<file path="config.mk">
export PLATFORM = sky130hd
export DESIGN_NAME = sqs_ctrl
export DESIGN_NICKNAME = d
export VERILOG_FILES = /design/src/rtl/core/sequence_read_quality_stats_core_macros.svh /design/src/rtl/core/sqs_pkg.sv /design/src/rtl/core/sqs_ctrl.sv
export SDC_FILE = /design/constraint.sdc
export NUM_CORES = 1
export LEC_CHECK = 0
export BUFFER_PORTS_ARGS = -buffer_cell sky130_fd_sc_hd__buf_2
export CORE_AREA = 2 2 39 41
export DETAILED_ROUTE_END_ITERATION = 8
export DIE_AREA = 0 0 41 43
export PLACE_DENSITY_LB_ADDON = 0.08
export SETUP_SLACK_MARGIN = 0.4
export SYNTH_ARGS = -nofsm -noshare
export SYNTH_HDL_FRONTEND = slang
export SYNTH_SLANG_ARGS = --single-unit
</file>
<file path="constraint.sdc">
create_clock -name clk_i -period 2.15 [get_ports clk_i]
set_input_delay 0.43 -clock clk_i [delete_from_list [all_inputs] [get_ports clk_i]]
set_output_delay 0.43 -clock clk_i [all_outputs]
set_load 0.05 [all_outputs]
</file>
<file path="src/rtl/core/sequence_read_quality_stats_core_macros.svh">
// assertion helpers for the read quality statistics core
`ifndef SEQUENCE_READ_QUALITY_STATS_CORE_MACROS_SVH
`define SEQUENCE_READ_QUALITY_STATS_CORE_MACROS_SVH

// condition that holds at every clock edge out of reset
`define SQS_ASSERT(lbl, cond, msg) \
  lbl: assert property (@(posedge clk_i) disable iff (!rst_ni) (cond)) else $error(msg);

// implication checked in the same cycle
`define SQS_ASSERT_IMP(lbl, ante, cons, msg) \
  lbl: assert property (@(posedge clk_i) disable iff (!rst_ni) (ante) |-> (cons)) \
    else $error(msg);

`endif

</file>
<file path="src/rtl/core/sqs_pkg.sv">
package sqs_pkg;

  // result kinds
  typedef enum logic [2:0] {
    KIND_BASE    = 3'd0,
    KIND_DONE    = 3'd1,
    KIND_BAD     = 3'd2,
    KIND_LONG    = 3'd3,
    KIND_READOUT = 3'd4
  } sqs_kind_e;

  // base classes
  typedef enum logic [2:0] {
    BASE_A,
    BASE_T,
    BASE_G,
    BASE_C,
    BASE_N,
    BASE_BAD
  } sqs_base_e;

  // controller states
  typedef enum logic [2:0] {
    ST_CLEAR,
    ST_IDLE,
    ST_LOOK,
    ST_UPD,
    ST_DIV,
    ST_FIN
  } sqs_state_e;

  // controller commands
  typedef struct packed {
    logic clear;
    logic accept;
    logic square;
    logic update;
    logic load_out;
  } sqs_cmd_t;

  // datapath status
  typedef struct packed {
    logic clr_last;
    logic readout;
    logic drop;
    logic last;
    logic div_busy;
    logic out_free;
  } sqs_stat_t;

  // one entry of the per-cycle store
  typedef struct packed {
    logic [31:0] cnt_a;
    logic [31:0] cnt_t;
    logic [31:0] cnt_g;
    logic [31:0] cnt_c;
    logic [31:0] cnt_n;
    logic [62:0] err_sum;
    logic [62:0] err_sq_sum;
  } sqs_word_t;

  localparam logic [7:0] CH_A = 8'h41;
  localparam logic [7:0] CH_T = 8'h54;
  localparam logic [7:0] CH_G = 8'h47;
  localparam logic [7:0] CH_C = 8'h43;
  localparam logic [7:0] CH_N = 8'h4e;
  localparam logic [7:0] CH_LOWER = 8'h20;

  localparam logic [6:0]  OFFSET_RESET = 7'd33;
  localparam logic [31:0] ONE_Q31 = 32'h8000_0000;
  localparam logic [62:0] SAT63 = {63{1'b1}};
  localparam int          ROM_N = 100;
  localparam logic [63:0] DEC16 = 64'd10000000000000000;

  localparam logic [9:0][63:0] TENTH_POW = {
    64'd1258925411794167, 64'd1584893192461113, 64'd1995262314968880,
    64'd2511886431509580, 64'd3162277660168379, 64'd3981071705534972,
    64'd5011872336272722, 64'd6309573444801932, 64'd7943282347242815,
    64'd10000000000000000
  };

  // error rate of one quality step, worked out at elaboration
  function automatic logic [31:0] err_rom_f(input int d);
    logic [63:0] r;
    logic [63:0] v;
    logic [63:0] dv;
    logic [63:0] num;
    logic [63:0] rem;
    logic [63:0] quo;
    int          q;
    int          k;
    q = d / 10;
    k = d % 10;
    if (q >= 10) begin
      return 32'd0;
    end
    r = TENTH_POW[k];
    v = 64'd0;
    if (r >= DEC16) begin
      v = 64'd1;
      r = r - DEC16;
    end
    for (int i = 0; i < 54; i++) begin
      r = r << 1;
      v = v << 1;
      if (r >= DEC16) begin
        r = r - DEC16;
        v = v | 64'd1;
      end
    end
    dv = 64'd1;
    for (int i = 0; i < q; i++) begin
      dv = dv * 64'd10;
    end
    dv  = dv << 23;
    num = v + (dv >> 1);
    rem = 64'd0;
    quo = 64'd0;
    for (int i = 63; i >= 0; i--) begin
      rem = {rem[62:0], num[i]};
      if (rem >= dv) begin
        rem    = rem - dv;
        quo[i] = 1'b1;
      end
    end
    return quo[31:0];
  endfunction

  function automatic logic [ROM_N-1:0][31:0] build_rom_f();
    logic [ROM_N-1:0][31:0] t;
    for (int i = 0; i < ROM_N; i++) begin
      t[i] = err_rom_f(i);
    end
    return t;
  endfunction

  localparam logic [ROM_N-1:0][31:0] ERR_ROM = build_rom_f();

  // quality rank of an error rate
  function automatic logic [1:0] rank_f(input logic [31:0] e);
    logic [1:0] r;
    if (e <= ERR_ROM[30]) r = 2'd3;
    else if (e <= ERR_ROM[20]) r = 2'd2;
    else if (e <= ERR_ROM[10]) r = 2'd1;
    else r = 2'd0;
    return r;
  endfunction

endpackage

</file>
<file path="src/rtl/core/sqs_ctrl.sv">
module sqs_ctrl
  import sqs_pkg::*;
(
  input  logic      clk_i,
  input  logic      rst_ni,
  input  logic      in_valid_i,
  input  sqs_stat_t stat_i,
  output logic      in_ready_o,
  output sqs_cmd_t  cmd_o
);

  sqs_state_e state_q, state_d;

  // next state
  always_comb begin
    state_d = state_q;
    case (state_q)
      ST_CLEAR: if (stat_i.clr_last) state_d = ST_IDLE;
      ST_IDLE:  if (in_valid_i) state_d = ST_LOOK;
      ST_LOOK: begin
        if (stat_i.readout || stat_i.drop) state_d = ST_FIN;
        else state_d = ST_UPD;
      end
      ST_UPD: begin
        if (stat_i.last) state_d = ST_DIV;
        else state_d = ST_FIN;
      end
      ST_DIV:   if (!stat_i.div_busy) state_d = ST_FIN;
      ST_FIN:   if (stat_i.out_free) state_d = ST_IDLE;
      default:  state_d = ST_CLEAR;
    endcase
  end

  // commands
  always_comb begin
    cmd_o      = '0;
    in_ready_o = 1'b0;
    case (state_q)
      ST_CLEAR: cmd_o.clear = 1'b1;
      ST_IDLE: begin
        in_ready_o   = 1'b1;
        cmd_o.accept = in_valid_i;
      end
      ST_LOOK:  cmd_o.square = 1'b1;
      ST_UPD:   cmd_o.update = 1'b1;
      ST_DIV:   cmd_o = '0;
      ST_FIN:   cmd_o.load_out = stat_i.out_free;
      default:  cmd_o = '0;
    endcase
  end

  always_ff @(posedge clk_i or negedge rst_ni) begin
    if (!rst_ni) begin
      state_q <= ST_CLEAR;
    end else begin
      state_q <= state_d;
    end
  end

endmodule

</file>
# After elaboration in Yosys (flattened, before gate mapping)
# Index checks and enable logic that the tools add are counted.
dict set report op_classes {
  magnitude_cmp 0
  shift 0
  n_eq_ne 9
  div 0
  n_reduce_logical 3
  n_mul 0
  n_bitwise 0
  add_sub_neg 0
  muxes 13
}
# operator n
set op_table {}
lappend op_table {{$pmux W3 S6} 1}
lappend op_table {{$mux W3} 5}
lappend op_table {{$ne A2 B2 Y1 const B} 4}
lappend op_table {{$mux W1} 7}
lappend op_table {{$eq A3 B2 Y1 const B} 2}
lappend op_table {{$eq A3 B3 Y1 const B} 2}
lappend op_table {{$reduce_and A4 Y1} 1}
lappend op_table {{$eq A3 B1 Y1 const B} 1}
lappend op_table {{$logic_not A3 Y1} 1}
lappend op_table {{$logic_or A1 B1 Y1} 1}
dict set report word_totals {
  mem_bits_ro 0
  input_bits 9
  ram_bits 0
  n_memories 0
  register_bits 3
  latch_bits 0
  wordCells 26
}

# Longest topological paths before layout
dict set report logic_depth {
  ltp_word 3
  ltp_mapped 4
  depth_no_buf 3
}

# Worst setup path before layout
# Ideal clock, no wire load.
dict set report synth_path {
  path_type {register -> output}
  start {register state_q[1]}
  end {output cmd_o[3] in the netlist's numbering}
  t_arrival_ns 1.561
  t_required_ns 1.720
  path_buffers 0
  setup_slack_ns 0.159
  stages_incl_launch_ff 4
  path_cell_list {dfrtp_1 > nand2b_1 > nor2_2 > and2_1}
}
# item line_no
set synth_lines {}
lappend synth_lines {{from (decl)} sqs_ctrl.sv:12} ;# sqs_state_e state_q, state_d;
lappend synth_lines {{from (signal assigned)} sqs_ctrl.sv:56} ;# state_q <= state_d;
lappend synth_lines {{to (decl)} sqs_ctrl.sv:9} ;# output sqs_cmd_t cmd_o

==> metrics <==
status=finished, final reports clean; Finish-stage setup viols=0; Int Pwr=between 0.2 and 0.3 mW; RSZ-0062 raised after global routing=false; Critical Path AT=1.22 ns; CTS tree=done; DR DRC count=0; Worst setup EP type=output port; Final period util=between 70 and 80%; Ports=15; FP Rows=14; fillcell total=169; critical path's top delay family=simple AND/OR/NAND/NOR gates; Mapped Cells=29; Yosys cell types=16; largest reg by FF count=state_q; Net Switching=~0.32 mW; vias per cell=about 4; Final Hold Viols=0; Mapped Area=221.5 sq um; core area=1384 sq um; Slew Limit Fails=0; worst reg2reg path startpoint=state_q[0]$_DFFE_PN0P_; drt wl/cell=8.877 um; max_slew headroom=84.15%; Initial Utilization=16.00%; final setup margin=0.4958 ns; non-filler cells, final=65; vias in the first global route=226; Placement Setup Slack=0.5733 ns; Final Net Count=59; Hold Slack=0.4585 ns; IO buf count=14; FF-to-FF path depth=3; commonest non-fill, non-tap cell in the layout=buf_2; gpl congestion=0.6053; worst slew pin tran=0.2359 ns; design area=377.9 sq um; Worst-Skew Late Latency=0.23 ns; TNS Setup=0 ns; buffers plus inverters on the worst setup path=1; worst-path maximum fanout=5; CP Class=reg -> out; H-tree levels=1; r2r endpoint=state_q[0]$_DFFE_PN0P_; Max Cap Viol=0; HP Start=stat_i[2]; Starting DRT DRC Count=2; Final min period=1.654 ns; most frequent cells in the layout=buf_2, clkbuf_4, nor2_1, nand2_1; PwrDens=1638 nW/um^2; Worst Skew=roughly 0.0014 ns; register area share after synthesis=between 30% and 40%; Crit-path slowest cell=dfrtp_2; Worst Path Required=1.72 ns; sw frac=51.92%; syn nets=38; share of layout cells above drive strength 1=53.06%; # diodes=0; YS warnings=0; Syn Area/Cell=7.637 sq um; stages on the worst setup path=4; Sequential Power Share=21.4%; grt total ovfl=0; cells along the critical path=nand2b_1 -> nor2_2 -> and2_2 -> buf_6; Logic pwr share=63.0%; initial antenna violation count=0; 1st-pass router iterations=2; hpwl dp=473.8 um; clock slew at reported path FFs=0.04 ns; Max IR drop VDD=0.4758 mV; slowest stage delay, CP=0.42 ns; CP Launch Type=register; largest net degree at the start of global routing=10; DIE WIDTH=between 40 and 50 um; clock sinks=3; clk buf depth=2; die area=1763 sq um; Die Ht=43 um; Area after DPL=312.8 sq um; max FFs per register=3; Endpoint, Worst Hold=state_q[0]$_DFFE_PN0P_; Clock power frac=~16%; crit path from=state_q[1]$_DFFE_PN0P_; Design Power=between 0.6 and 0.7 mW; reg-to-reg slack, setup=1.07 ns; first-pass GRT wire length=between 800 and 900 um; Inst Count DP=58; core occupancy in the finished layout=27.31%; Routed WL=just under 600 um; Hold Path Class=in -> reg; root buffer cell=clkbuf_4; GRT Total Usage=7.445%; leak pwr=0.1951 nW; biggest regs=state_q (3); fmax=604.5 MHz; TritonCTS buffer count=3; vias=260; worst hold stages=2; Antenna Nets Post-Route=0; Area Growth Syn to Fin=70.62%; flops & latches, synth=3
[kinds of logic after synthesis]
logic type,count (synthesis),share of synthesized area [%]
buffers and inverters,4,7.342
AND/OR/NAND/NOR,18,44.63
flip-flops,3,33.90
AO/OA/AOI/OAI,4,14.13
[timing repair]
action,in CTS,in global routing
setup endpoints to repair,1,3
endpoints found under the hold margin,3,0
hold buffers,1,0
setup buffers,0,2
gates resized for setup,2,4
[Yosys cell counts]
| master | instances | share of area, % |
|---|---|---|
| and2_1 | 1 | 2.8 |
| inv_1 | 3 | 5.1 |
| nand2b_4 | 1 | 6.2 |
| nor3_1 | 2 | 4.5 |
| nor2b_2 | 1 | 4.0 |
| o2111ai_1 | 1 | 4.0 |
| nor2_1 | 4 | 6.8 |
| a22oi_1 | 1 | 3.4 |
| nor2_2 | 1 | 2.8 |
| nand2_1 | 4 | 6.8 |
| buf_2 | 1 | 2.3 |
| dfrtp_1 | 3 | 34 |
| a32oi_1 | 1 | 4.0 |
| nand2b_1 | 3 | 8.5 |
| o22ai_1 | 1 | 2.8 |
| nand3_1 | 1 | 2.3 |
[metal layers]
metal / share of wire, % / track usage, % / wire, um / up-vias
met2: 54 / 10.94 / 310 / 7
met3: 7.5 / 1.571 / 43 / 0
met4: 0 / 8.000 / 0 / 0
li1: - / - / - / 137
met1: 39 / 7.767 / 223 / 116
met5: 0 / 0 / 0 / -
[power by group through the flow]
stage	clock network, mW	logic, mW	registers [mW]
4_1_cts	0.104	0.360	0.139
3_5_place_dp	0	0.355	0.138
2_1_floorplan	0	0.305	0.112
3_3_place_gp	0	0.353	0.138
5_1_grt	0.106	0.416	0.141
6_report	0.0968	0.390	0.133
[layout make-up]
class                   count  area, sq um  share of cell area, %
clock buffers               4        26.28                  6.954
inverters                   3        11.26                  2.980
multi-input cells          22        136.4                  36.09
flip-flops and latches      3        77.57                  20.53
well taps                  16        20.02                  5.298
repair buffers             17        106.4                  28.15
[worst max-delay path by stage]
stage               end
3_5_place_dp   cmd_o[3]
3_3_place_gp   cmd_o[3]
5_1_grt        cmd_o[3]
2_1_floorplan  cmd_o[3]
6_report       cmd_o[3]
4_1_cts        cmd_o[3]
(Power assumes the default switching activity.)
